--- src/design/bti_pkg.sv ---
package bti_pkg;

  localparam int ALT_BITS   = 14;
  localparam int TEMP_BITS  = 7;
  localparam int RATE_BITS  = 18;
  localparam int ENTRY_BITS = 10;
  localparam int GRID_BITS  = 4;
  localparam int FA_BITS    = 11;
  localparam int FT_BITS    = 5;

  localparam int ALT_STEP  = 2000;
  localparam int TEMP_STEP = 20;
  localparam int TEMP_BASE = -20;

  localparam int QUEUE_DEPTH = 2;
  localparam int QPTR_BITS   = $clog2(QUEUE_DEPTH);
  localparam int QCNT_BITS   = $clog2(QUEUE_DEPTH + 1);

  // classified query as it travels from front to back
  typedef struct packed {
    logic                 oor;
    logic [GRID_BITS-1:0] row;
    logic [GRID_BITS-1:0] col;
    logic [FA_BITS-1:0]   fa;
    logic [FT_BITS-1:0]   ft;
  } item_t;

  typedef struct packed {
    logic full;
    logic empty;
  } q_stat_t;

  // fixed climb chart, rows are altitude, columns temperature; unused cells read zero
  function automatic logic [ENTRY_BITS-1:0] climb_entry(
    input logic [GRID_BITS-1:0] r,
    input logic [GRID_BITS-1:0] c
  );
    logic [ENTRY_BITS-1:0] v;
    unique case ({r, c})
      8'h00: v = 10'd830;
      8'h01: v = 10'd770;
      8'h02: v = 10'd705;
      8'h03: v = 10'd640;
      8'h10: v = 10'd720;
      8'h11: v = 10'd655;
      8'h12: v = 10'd595;
      8'h13: v = 10'd535;
      8'h20: v = 10'd645;
      8'h21: v = 10'd585;
      8'h22: v = 10'd525;
      8'h23: v = 10'd465;
      8'h30: v = 10'd530;
      8'h31: v = 10'd475;
      8'h32: v = 10'd415;
      8'h33: v = 10'd360;
      8'h40: v = 10'd420;
      8'h41: v = 10'd365;
      8'h42: v = 10'd310;
      8'h43: v = 10'd250;
      8'h50: v = 10'd310;
      8'h51: v = 10'd255;
      8'h52: v = 10'd200;
      8'h53: v = 10'd145;
      default: v = '0;
    endcase
    return v;
  endfunction

endpackage

--- src/design/bti_in_if.sv ---
interface bti_in_if import bti_pkg::*; ();
  logic                        valid;
  logic                        ready;
  logic [ALT_BITS-1:0]         altitude;
  logic signed [TEMP_BITS-1:0] temperature;

  modport source (output valid, altitude, temperature, input ready);
  modport sink (input valid, altitude, temperature, output ready);
endinterface

--- src/design/bti_out_if.sv ---
interface bti_out_if import bti_pkg::*; ();
  logic                 valid;
  logic                 ready;
  logic [RATE_BITS-1:0] climb_rate;
  logic                 out_of_range;

  modport source (output valid, climb_rate, out_of_range, input ready);
  modport sink (input valid, climb_rate, out_of_range, output ready);
endinterface

--- src/design/bti_front.sv ---
module bti_front import bti_pkg::*; #(
  parameter int ALT_ROWS  = 6,
  parameter int TEMP_COLS = 4
) (
  input  logic         clk,
  input  logic         rst,
  bti_in_if.sink       in_ch,
  input  q_stat_t      q_stat,
  output logic         push,
  output item_t        push_item
);

  // floor(alt / 2000) as (alt * ceil(2^25 / 2000)) >> 25, exact for 14-bit alt
  localparam int ALT_SHIFT = 25;
  localparam logic [14:0] ALT_RECIP = 15'((2 ** ALT_SHIFT + ALT_STEP - 1) / ALT_STEP);
  // floor(tu / 20) as (tu * ceil(2^11 / 20)) >> 11, exact for 7-bit tu
  localparam int TMP_SHIFT = 11;
  localparam logic [6:0] TMP_RECIP = 7'((2 ** TMP_SHIFT + TEMP_STEP - 1) / TEMP_STEP);

  localparam logic [15:0] ALT_TOP = 16'((ALT_ROWS - 1) * ALT_STEP);
  localparam logic signed [9:0] TEMP_TOP = 10'((TEMP_COLS - 1) * TEMP_STEP);
  localparam logic signed [9:0] TEMP_OFS = 10'(-TEMP_BASE);
  localparam logic [GRID_BITS-1:0] ROW_MAX = GRID_BITS'(ALT_ROWS - 2);
  localparam logic [GRID_BITS-1:0] COL_MAX = GRID_BITS'(TEMP_COLS - 2);

  logic                 f1_valid;
  logic [ALT_BITS-1:0]  f1_alt;
  logic [6:0]           f1_tu;
  logic [3:0]           f1_row_raw;
  logic [2:0]           f1_col_raw;
  logic                 f1_oor;

  logic signed [9:0]    toff;
  logic [28:0]          alt_prod;
  logic [13:0]          tmp_prod;
  logic                 oor;

  logic [GRID_BITS-1:0] row;
  logic [GRID_BITS-1:0] col;
  logic [14:0]          row_base;
  logic [14:0]          fa_full;
  logic [8:0]           col_base;
  logic [8:0]           ft_full;

  assign toff     = {{(10 - TEMP_BITS){in_ch.temperature[TEMP_BITS-1]}}, in_ch.temperature}
                    + TEMP_OFS;
  assign oor      = ({2'b00, in_ch.altitude} > ALT_TOP) || (toff < 10'sd0) || (toff > TEMP_TOP);
  assign alt_prod = 29'(in_ch.altitude) * 29'(ALT_RECIP);
  assign tmp_prod = 14'(toff[6:0]) * 14'(TMP_RECIP);

  assign push        = f1_valid && !q_stat.full;
  assign in_ch.ready = !f1_valid || push;

  always_ff @(posedge clk) begin
    if (rst) begin
      f1_valid <= 1'b0;
    end else if (in_ch.ready) begin
      f1_valid <= in_ch.valid;
    end
  end

  always_ff @(posedge clk) begin
    if (in_ch.ready && in_ch.valid) begin
      f1_alt     <= in_ch.altitude;
      f1_tu      <= toff[6:0];
      f1_row_raw <= alt_prod[ALT_SHIFT+3:ALT_SHIFT];
      f1_col_raw <= tmp_prod[TMP_SHIFT+2:TMP_SHIFT];
      f1_oor     <= oor;
    end
  end

  // clamp to the last cell at the top edge and form the fractions
  always_comb begin
    row      = (f1_row_raw > ROW_MAX) ? ROW_MAX : f1_row_raw;
    col      = ({1'b0, f1_col_raw} > COL_MAX) ? COL_MAX : {1'b0, f1_col_raw};
    row_base = 15'(row) * 15'(ALT_STEP);
    fa_full  = {1'b0, f1_alt} - row_base;
    col_base = 9'(col) * 9'(TEMP_STEP);
    ft_full  = {2'b00, f1_tu} - col_base;

    push_item.oor = f1_oor;
    push_item.row = row;
    push_item.col = col;
    push_item.fa  = fa_full[FA_BITS-1:0];
    push_item.ft  = ft_full[FT_BITS-1:0];
  end

endmodule

--- src/design/bti_queue.sv ---
module bti_queue import bti_pkg::*; (
  input  logic    clk,
  input  logic    rst,
  input  logic    push,
  input  item_t   push_item,
  input  logic    pop,
  output item_t   head,
  output q_stat_t q_stat
);

  item_t                mem [QUEUE_DEPTH];
  logic [QPTR_BITS-1:0] wr_ptr;
  logic [QPTR_BITS-1:0] rd_ptr;
  logic [QCNT_BITS-1:0] count;

  function automatic logic [QPTR_BITS-1:0] ptr_inc(input logic [QPTR_BITS-1:0] p);
    return (p == QPTR_BITS'(QUEUE_DEPTH - 1)) ? '0 : p + 1'b1;
  endfunction

  assign head         = mem[rd_ptr];
  assign q_stat.full  = (count == QCNT_BITS'(QUEUE_DEPTH));
  assign q_stat.empty = (count == '0);

  always_ff @(posedge clk) begin
    if (rst) begin
      wr_ptr <= '0;
      rd_ptr <= '0;
      count  <= '0;
    end else begin
      if (push) begin
        wr_ptr <= ptr_inc(wr_ptr);
      end
      if (pop) begin
        rd_ptr <= ptr_inc(rd_ptr);
      end
      if (push && !pop) begin
        count <= count + 1'b1;
      end else if (pop && !push) begin
        count <= count - 1'b1;
      end
    end
  end

  always_ff @(posedge clk) begin
    if (push) begin
      mem[wr_ptr] <= push_item;
    end
  end

endmodule

--- src/design/bti_back.sv ---
module bti_back import bti_pkg::*; (
  input  logic    clk,
  input  logic    rst,
  input  item_t   head,
  input  q_stat_t q_stat,
  output logic    pop,
  bti_out_if.source out_ch
);

  // (256*sum + 20000) / 40000 == (4*sum + 312) / 625
  localparam int GRID_DIV  = ALT_STEP * TEMP_STEP;
  localparam int DIV       = GRID_DIV / 64;
  localparam int RND_BIAS  = (GRID_DIV / 2) / 64;
  localparam logic [22:0] RECIP = 23'((64'd1 << 32) / DIV);

  logic en;
  logic b1_v, b2_v, b3_v, b4_v, b5_v, out_v;
  logic b1_oor, b2_oor, b3_oor, b4_oor, b5_oor;

  logic [ENTRY_BITS-1:0] c00, c01, c10, c11;
  logic [FA_BITS-1:0]    wa0, wa1;
  logic [FT_BITS-1:0]    b1_wt0, b1_wt1, b2_wt0, b2_wt1;
  logic [20:0]           a0, a1, a2, a3;
  logic [25:0]           p0, p1, p2, p3;
  logic [27:0]           b4_y, b5_y;
  logic [RATE_BITS-1:0]  b5_q0;
  logic [50:0]           q_prod;
  logic [27:0]           rem;
  logic [RATE_BITS-1:0]  rate;
  logic                  out_oor;

  logic [GRID_BITS-1:0]  row1, col1;

  assign en  = !out_v || out_ch.ready;
  assign pop = en && !q_stat.empty;

  assign row1   = head.row + 1'b1;
  assign col1   = head.col + 1'b1;
  assign q_prod = 51'(b4_y) * 51'(RECIP);
  assign rem    = b5_y - 28'(b5_q0) * 28'(DIV);

  always_ff @(posedge clk) begin
    if (rst) begin
      b1_v  <= 1'b0;
      b2_v  <= 1'b0;
      b3_v  <= 1'b0;
      b4_v  <= 1'b0;
      b5_v  <= 1'b0;
      out_v <= 1'b0;
    end else if (en) begin
      b1_v  <= !q_stat.empty;
      b2_v  <= b1_v;
      b3_v  <= b2_v;
      b4_v  <= b3_v;
      b5_v  <= b4_v;
      out_v <= b5_v;
    end
  end

  always_ff @(posedge clk) begin
    if (en) begin
      c00    <= climb_entry(head.row, head.col);
      c01    <= climb_entry(head.row, col1);
      c10    <= climb_entry(row1, head.col);
      c11    <= climb_entry(row1, col1);
      wa0    <= FA_BITS'(ALT_STEP) - head.fa;
      wa1    <= head.fa;
      b1_wt0 <= FT_BITS'(TEMP_STEP) - head.ft;
      b1_wt1 <= head.ft;
      b1_oor <= head.oor;

      a0     <= 21'(c00) * 21'(wa0);
      a1     <= 21'(c01) * 21'(wa0);
      a2     <= 21'(c10) * 21'(wa1);
      a3     <= 21'(c11) * 21'(wa1);
      b2_wt0 <= b1_wt0;
      b2_wt1 <= b1_wt1;
      b2_oor <= b1_oor;

      p0     <= 26'(a0) * 26'(b2_wt0);
      p1     <= 26'(a1) * 26'(b2_wt1);
      p2     <= 26'(a2) * 26'(b2_wt0);
      p3     <= 26'(a3) * 26'(b2_wt1);
      b3_oor <= b2_oor;

      b4_y   <= ((28'(p0) + 28'(p1) + 28'(p2) + 28'(p3)) << 2) + 28'(RND_BIAS);
      b4_oor <= b3_oor;

      b5_q0  <= q_prod[32+RATE_BITS-1:32];
      b5_y   <= b4_y;
      b5_oor <= b4_oor;

      rate    <= b5_oor ? '0 : b5_q0 + RATE_BITS'(rem >= 28'(DIV));
      out_oor <= b5_oor;
    end
  end

  assign out_ch.valid        = out_v;
  assign out_ch.climb_rate   = rate;
  assign out_ch.out_of_range = out_oor;

endmodule

--- src/design/bilinear_table_interpolator.sv ---
// bilinear climb-rate lookup on a fixed altitude x temperature chart
// in_ch carries one query per transaction: altitude (feet, unsigned) and
//   temperature (degrees, signed); out_ch returns one transaction per query
//   with climb_rate in 1/256 ft/min, rounded to nearest, and out_of_range
// a query off the chart returns climb_rate 0 with out_of_range set
// a query passes the front register, one queue slot, 5 back stages and
//   the output register on its way to a valid result
// throughput: one query per cycle, sustained while the receiver stays ready;
//   the two-deep queue keeps the front and back stalls apart
// reset (rst, synchronous) empties the front stage, queue and back pipeline;
//   the chart is constant and needs no loading
// when the receiver stalls the back pipeline freezes in place, the queue
//   fills, and in_ch.ready drops once the front stage also holds a query;
//   nothing is dropped or repeated
module bilinear_table_interpolator import bti_pkg::*; #(
  parameter int ALT_ROWS  = 6,
  parameter int TEMP_COLS = 4
) (
  input  logic      clk,
  input  logic      rst,
  bti_in_if.sink    in_ch,
  bti_out_if.source out_ch
);

  // front to back queue wiring
  logic    push;
  logic    pop;
  item_t   push_item;
  item_t   head;
  q_stat_t q_stat;

  // front: range check, bracketing and fractions
  bti_front #(
    .ALT_ROWS  (ALT_ROWS),
    .TEMP_COLS (TEMP_COLS)
  ) u_front (
    .clk       (clk),
    .rst       (rst),
    .in_ch     (in_ch),
    .q_stat    (q_stat),
    .push      (push),
    .push_item (push_item)
  );

  // short queue so front and back stall independently
  bti_queue u_queue (
    .clk       (clk),
    .rst       (rst),
    .push      (push),
    .push_item (push_item),
    .pop       (pop),
    .head      (head),
    .q_stat    (q_stat)
  );

  // back: corner fetch, weighting, sum and rounded divide
  bti_back u_back (
    .clk    (clk),
    .rst    (rst),
    .head   (head),
    .q_stat (q_stat),
    .pop    (pop),
    .out_ch (out_ch)
  );

  // error results always carry a zero rate
  a_oor_zero: assert property (@(posedge clk) disable iff (rst)
    out_ch.valid && out_ch.out_of_range |-> out_ch.climb_rate == '0)
    else $error("out-of-range result with nonzero rate");

  // the chart maximum bounds every interpolated rate
  a_rate_max: assert property (@(posedge clk) disable iff (rst)
    out_ch.valid |-> out_ch.climb_rate <= RATE_BITS'(212480))
    else $error("climb rate above chart maximum");

  // no write into a full queue
  a_no_overflow: assert property (@(posedge clk) disable iff (rst)
    push |-> !q_stat.full)
    else $error("queue overflow");

  // no read from an empty queue
  a_no_underflow: assert property (@(posedge clk) disable iff (rst)
    pop |-> !q_stat.empty)
    else $error("queue underflow");

endmodule

--- src/flat_wrapper.sv ---
// flat-port wrapper written by rule: the top's interface ports become plain ports
module bilinear_table_interpolator_flat import bti_pkg::*;
#(
  parameter int ALT_ROWS  = 6,
  parameter int TEMP_COLS = 4
)
  (clk, rst, in_ch_valid, in_ch_altitude, in_ch_temperature, in_ch_ready, out_ch_valid, out_ch_climb_rate, out_ch_out_of_range, out_ch_ready);
  bti_in_if in_ch_i ();
  bti_out_if out_ch_i ();
  input  logic clk;
  input  logic rst;
  input wire logic [$bits(in_ch_i.valid)-1:0] in_ch_valid;
  input wire logic [$bits(in_ch_i.altitude)-1:0] in_ch_altitude;
  input wire logic [$bits(in_ch_i.temperature)-1:0] in_ch_temperature;
  output wire logic [$bits(in_ch_i.ready)-1:0] in_ch_ready;
  output wire logic [$bits(out_ch_i.valid)-1:0] out_ch_valid;
  output wire logic [$bits(out_ch_i.climb_rate)-1:0] out_ch_climb_rate;
  output wire logic [$bits(out_ch_i.out_of_range)-1:0] out_ch_out_of_range;
  input wire logic [$bits(out_ch_i.ready)-1:0] out_ch_ready;
  assign in_ch_i.valid = in_ch_valid;
  assign in_ch_i.altitude = in_ch_altitude;
  assign in_ch_i.temperature = in_ch_temperature;
  assign in_ch_ready = in_ch_i.ready;
  assign out_ch_valid = out_ch_i.valid;
  assign out_ch_climb_rate = out_ch_i.climb_rate;
  assign out_ch_out_of_range = out_ch_i.out_of_range;
  assign out_ch_i.ready = out_ch_ready;
  bilinear_table_interpolator #(.ALT_ROWS(ALT_ROWS), .TEMP_COLS(TEMP_COLS)) u_core (.clk(clk), .rst(rst), .in_ch(in_ch_i), .out_ch(out_ch_i));
endmodule
--- config.mk ---
export PLATFORM = sky130hd
export DESIGN_NAME = bilinear_table_interpolator_flat
export DESIGN_NICKNAME = d
export VERILOG_FILES = /design/src/design/bti_pkg.sv /design/src/design/bti_in_if.sv /design/src/design/bti_out_if.sv /design/src/design/bti_front.sv /design/src/design/bti_queue.sv /design/src/design/bti_back.sv /design/src/design/bilinear_table_interpolator.sv /design/src/flat_wrapper.sv
export SDC_FILE = /design/constraint.sdc
export NUM_CORES = 2
export LEC_CHECK = 0
export BUFFER_PORTS_ARGS = -buffer_cell sky130_fd_sc_hd__buf_2
export CORE_MARGIN = 5
export CORE_UTILIZATION = 60
export DETAILED_ROUTE_END_ITERATION = 12
export PLACE_DENSITY = 0.85
export SLEW_MARGIN = 20
export SYNTH_ARGS = -nofsm -noshare
export SYNTH_HDL_FRONTEND = slang
export SYNTH_HIERARCHICAL = 1
export SYNTH_SLANG_ARGS = --single-unit
export TNS_END_PERCENT = 100
--- constraint.sdc ---
create_clock -name clk -period 13.6 [get_ports clk]
set_input_delay 3.4 -clock clk [delete_from_list [all_inputs] [get_ports clk]]
set_output_delay 3.4 -clock clk [all_outputs]
set_load 0.005 [all_outputs]
# After elaboration in Yosys (flattened, before gate mapping)

Memory sizes are Yosys's and may differ from the RTL's. A register that Yosys moved wholly into a read port is not among the register bits.
Cells that the tools add are included.

Register bits after elaboration: 403
Latch bits: 0
Memory bits (writable): 48
ROM bits: 0
Input bits: 25
Output and inout bits: 21
Word-level logic and storage cells: 213
Memories: 1

Memories:

| memory             | words | bits a word | read ports | clocked after memory_dff | write ports | line            | text |
|---|---|---|---|---|---|---|---|
| u_core.u_queue.mem | 2     | 24          | 1          | 1                        | 1           | bti_queue.sv:11 | `item_t mem [QUEUE_DEPTH];` |

Add/subtract/negate cells: 17
$mul: 14
Div/mod/pow operators: 0
Order comparisons: 6
Equal/unequal tests: 93
Shifts and indexed selects: 0
Multiplexer cells: 14
Bitwise operators: 0
Reduce and logical (&&, ||, !) cells: 25

Operators with widths:

| operator                 | number |
|---|---|
| $pmux W10 S23            | 4 |
| $eq A8 B6 Y1 const B     | 32 |
| $eq A8 B7 Y1 const B     | 32 |
| $eq A8 B5 Y1 const B     | 16 |
| $mul A21 B5 Y26          | 4 |
| $mul A10 B11 Y21         | 4 |
| $add A26 B26 Y26         | 3 |
| $eq A8 B2 Y1 const B     | 8 |
| $mul A28 B23 Y50 const B | 1 |
| $eq A8 B1 Y1 const B     | 4 |
| $logic_not A8 Y1         | 4 |
| $add A28 B9 Y28 const B  | 1 |
| $ge A28 B10 Y1 const B   | 1 |
| $mul A14 B14 Y28 const B | 1 |
| $mul A18 B10 Y28 const B | 1 |
| $sub A28 B28 Y28         | 1 |
| $add A18 B1 Y18          | 1 |
| $gt A14 B14 Y1 const B   | 1 |
| $mul A7 B7 Y14 const B   | 1 |
| $sub A11 B11 Y11         | 1 |
| $sub A11 B11 Y11 const A | 1 |
| $add A4 B1 Y4 const B    | 2 |
| $add A7 B6 Y8 const B    | 1 |
| $gt A8 B7 Y1 const B     | 1 |
| other kinds (21)         | 43 |

# Logic depth before layout (Yosys ltp)

Word-level depth: 7
Mapped depth: 29
Gate-level depth less buffers: 29

# By module

Netlist, hierarchy kept.

Modules (own cells, without submodules):

| module    | instances | cells each | area each (µm²) | sequential area each (µm²) |
|---|---|---|---|---|
| bti_back  | 1         | 5671       | 56110.1         | 10960.5 |
| bti_front | 1         | 471        | 4738.3          | 740.7 |
| bti_queue | 1         | 100        | 2010.7          | 1601.5 |

# Worst setup path before layout

Ideal clock, no wire load.

Path type: input -> register
From: in out_ch_ready
To: reg u_core.u_back.a0[0] (enable)
Library setup time: 711 ps
Data arrival time: 10596 ps
Required time: 12889 ps
Setup slack: 2292 ps
Cell stages on the path: 3
Path buffers: 1
Cells stage by stage: nor2b_1 -> clkbuf_1 -> inv_1

Longest elaborated chain between the ends: 1

RTL lines:

| element                | line               | text |
|---|---|---|
| start: declaration     | flat_wrapper.sv:19 | `input wire logic [$bits(out_ch_i.ready)-1:0] out_ch_ready;` |
| $logic_or A1 B1 Y1     | bti_back.sv:34     | `assign en = !out_v \|\| out_ch.ready;` |
| end signal: assignment | bti_back.sv:72     | `a0 <= 21'(c00) * 21'(wa0);` |
| end: declaration       | bti_back.sv:23     | `logic [20:0] a0, a1, a2, a3;` |

No other way between the ends.
A chain may end at the register's enable or synchronous reset.

# Worst setup path in the final report

From: reg u_core.u_back.b4_y[17]
To: reg u_core.u_back.b5_q0[17] (data pin)

Longest elaborated chain between the ends: 1

RTL lines:

| element                      | line           | text |
|---|---|---|
| start: declaration           | bti_back.sv:25 | `logic [27:0] b4_y, b5_y;` |
| start signal: assignment     | bti_back.sv:86 | `b4_y <= ((28'(p0) + 28'(p1) + 28'(p2) + 28'(p3)) << 2) + 28'(RND_BIAS);` |
| $mul A28 B23 Y50             | bti_back.sv:39 | `assign q_prod = 51'(b4_y) * 51'(RECIP);` |
| via u_core.u_back.q_prod[49] | bti_back.sv:27 | `logic [50:0] q_prod;` |
| end signal: assignment       | bti_back.sv:89 | `b5_q0 <= q_prod[32+RATE_BITS-1:32];` |
| end: declaration             | bti_back.sv:26 | `logic [RATE_BITS-1:0] b5_q0;` |

The timed path passes the listed nets, and every way through them passes these cells.

==> flow_summary_export.csv <==
group,metric,value,unit
detailed_routing,drt-initial-drc-count,3008,
critical_path,cp-start-kind,"register",
hold_path,holdCritStartpoint,"u_core/u_back/b1_wt0[0]$_DFFE_PN_",
yosys,synth_most_common_cell,"inv_1",
final_layout,layout.nets,7998,
critical_path,critPathTopFamily,"adder cells",
yosys,ys_seq_area_share,21.2,%
clock_network,cts_tree,"done",
final_layout,fin_area,66300,um^2
yosys,synth_area_leaders,"fa_1 28%, edfxtp_1 21%, ha_1 18%",
critical_path,slowest_delay,0.63,ns
yosys,ys_warn_count,6,
hold_path,hold_class,"reg -> reg",
critical_path,slowest_stage,"edfxtp_1",
sta,finalCritPeriodShare,54.2,%
yosys,synth_edf_count,435,
clock_network,clockRootBuffer,"clkbuf_16",
final_layout,syn2layout_area_growth,5.51,%
sta,fmax,0.136,GHz
yosys,yosys-top-cells-count,"1,235 x inv_1, 894 x fa_1, 882 x ha_1",
clock_network,path_clk_slew,0.06,ns
critical_path,cp_max_fo,8,
detailed_routing,drc,0,
detailed_routing,ant_nets,0,
floorplan,die_w,334,um
place,io_buffers,45,
global_routing,grt_usage,26.2,%
place,placed_area,64300,um^2
yosys,synth_top_cell_by_area,"fa_1",
floorplan,core,104000,um^2
place,post-dp-hpwl,113000,um
clock_network,cts_setup_buffers,0,
global_routing,grt_start_max_net_pins,181,
global_routing,grt_antenna_before_repair,0,
sta,hold_violations,0,
sta,fin_setup_tns,0,ns
critical_path,path_cells,"ha_1, inv_1, fa_1, fa_1, fa_1, fa_1, fa_1, fa_1, inv_1, ha_1, nand4_1, nor3_1, nand2_1, or4b_1, a21o_1, o2111ai_1, a221o_1, a2111o_1, a31oi_1, xnor2_1",
global_routing,grt_pass1_wl,237000,um
sta,setup_viol,0,
detailed_routing,via_count,43630,
sta,tightest_slew,1.10,ns
yosys,ys_types,104,
critical_path,r2r_end,"u_core/u_back/b5_q0[17]$_DFFE_PN_",
critical_path,crit_path_end_kind,"register",
clock_network,worstSkewPairLatency,0.70,ns
sta,fin_ws,6.23,ns
critical_path,path_common_cell,"fa_1",
detailed_routing,drt_wl_total,143000,um
yosys,netlist_instances,6242,
critical_path,regToRegStartpoint,"u_core/u_back/b4_y[17]$_DFFE_PN_",
critical_path,r2r_cells,20,
critical_path,crit_buf_inv,2,
detailed_routing,dr.pass1.iters,7,
outcome,status,"finished clean",
critical_path,regToRegSetupSlack,6.23,ns
yosys,synthArstFlopShare,0,%
sta,period_minus_slack,7.37,ns
detailed_routing,wl_per_cell,18.7,um
hold_path,hold-path-endpoint,"u_core/u_back/b2_wt0[0]$_DFFE_PN_",
clock_network,htree_levels,2,
floorplan,start_util,60.6,%
yosys,synth_top_area_share,28.5,%
critical_path,criticalPathCategory,"reg -> reg",
global_routing,grt_pass1_vias,46947,
clock_network,clk_path_buf_depth,3,
sta,relSlewSlack,26.8,%
sta,slew_viol_final,0,
sta,skew,0.0581,ns
floorplan,ioPinCount,46,
global_routing,grt_overflow,0,
clock_network,cts_resized,0,
floorplan,dieHeight,334,um
sta,rsz0062_at_grt,"no",
yosys,ys.flop_type,"edfxtp_1",
detailed_routing,avgViaCountPerCell,5.72,
final_layout,layout-drive-gt1-share,3.86,%
critical_path,cp.required,14.01,ns
clock_network,clock-sinks,447,
yosys,synth.avg_cell_area,10.1,um^2
place,dp_slack,6.03,ns
floorplan,rows,118,
run,maxCapViolations,0,
place,globalplace.congestion,0.942,
hold_path,hold_path_depth,0,
floorplan,die-area,111000,um^2
clock_network,ctsHoldBuffers,0,
clock_network,cts_buffers,57,
yosys,ys_ff_latch,447,
yosys,netlist_area,62900,um^2
critical_path,crit_arrival,7.77,ns
[worst max path at each step]
| stage | to | slack, ns | from | cells past startpoint |
|---|---|---|---|---|
| 6_report | u_core/u_back/b5_q0[17]$_DFFE_PN_ | 6.23 | u_core/u_back/b4_y[17]$_DFFE_PN_ | 20 |
| 3_3_place_gp | u_core/u_front/f1_row_raw[0]$_DFFE_PP_ | 6.12 | in_ch_altitude[6] | 16 |
| 5_1_grt | u_core/u_back/out_ch.climb_rate[14]$_SDFFCE_PP0N_ | 5.90 | u_core/u_back/b5_q0[6]$_DFFE_PN_ | 27 |
| 4_1_cts | u_core/u_back/b5_q0[17]$_DFFE_PN_ | 6.32 | u_core/u_back/b4_y[13]$_DFFE_PN_ | 20 |
| 2_1_floorplan | u_core/u_back/a0[0]$_DFFE_PN_ | 2.29 | out_ch_ready | 3 |
| 3_5_place_dp | u_core/u_front/f1_row_raw[0]$_DFFE_PP_ | 6.03 | in_ch_altitude[6] | 16 |
[layer usage]
layer | up-vias | part of all wire (%) | global-route usage [%] | routed length (um)
li1 | 20044 | - | - | -
met1 | 21593 | 39 | 32.1 | 55100
met2 | 1564 | 49 | 45.3 | 70400
met3 | 429 | 6.0 | 3.95 | 8530
met4 | 0 | 6.2 | 13.5 | 8790
met5 | - | 0 | 0 | 0
[layout by cell type (no fill, tap or decap), drive strengths merged, types with 58 or more instances in the layout]
cell,n
inv,1244
fa,894
ha,882
nand2,637
edfxtp,435
and2,411
a21oi,245
xnor2,212
nor2,197
o21ai,119
a21o,77
xor2,71
buf,70
nand3,68
clkbuf,60
nor3,58
[metrics by stage]
stage               hold slack, ns  instances  utilization (%)
floorplan                    0.400       6245                -
global placement             0.401       7518             62.0
detailed placement           0.405       7518             62.0
CTS                          0.418       7621             63.9
global route                 0.423       7621             63.9
finish                       0.417       7622             63.9
[flip-flops by register name, indices dropped and copies added, names as in the netlist, 26 cells and up, named ones only]
name / flops
u_core/u_queue/mem: 50
u_core/u_back/b5_y: 26
u_core/u_back/p0: 26
u_core/u_back/b4_y: 26
u_core/u_back/p1: 26
u_core/u_back/p2: 26
u_core/u_back/p3: 26
[cell type report]
cell class	instances	area (um^2)
clock buffer	60	1440
timing repair buffer	70	425
clock inverter	43	562
inverter	1237	4650
fill	7817	37500
sequential	447	13300
multi-input combinational	4384	44200
tap	1380	1730
antenna	1	2.50
[cell families after synthesis]
family                   synth area share [%]
adder cells (fa/ha/maj)                  46.0
AND/OR/NAND/NOR                          12.2
buffers and inverters                    8.52
AO/OA/AOI/OAI                            7.49
flip-flops                               21.2
XOR/XNOR                                 4.00
multiplexers                            0.561
other                                 0.00597
Power is not shown: default switching activity piles up to over one toggle a cycle in this logic, so the estimate is an artifact.
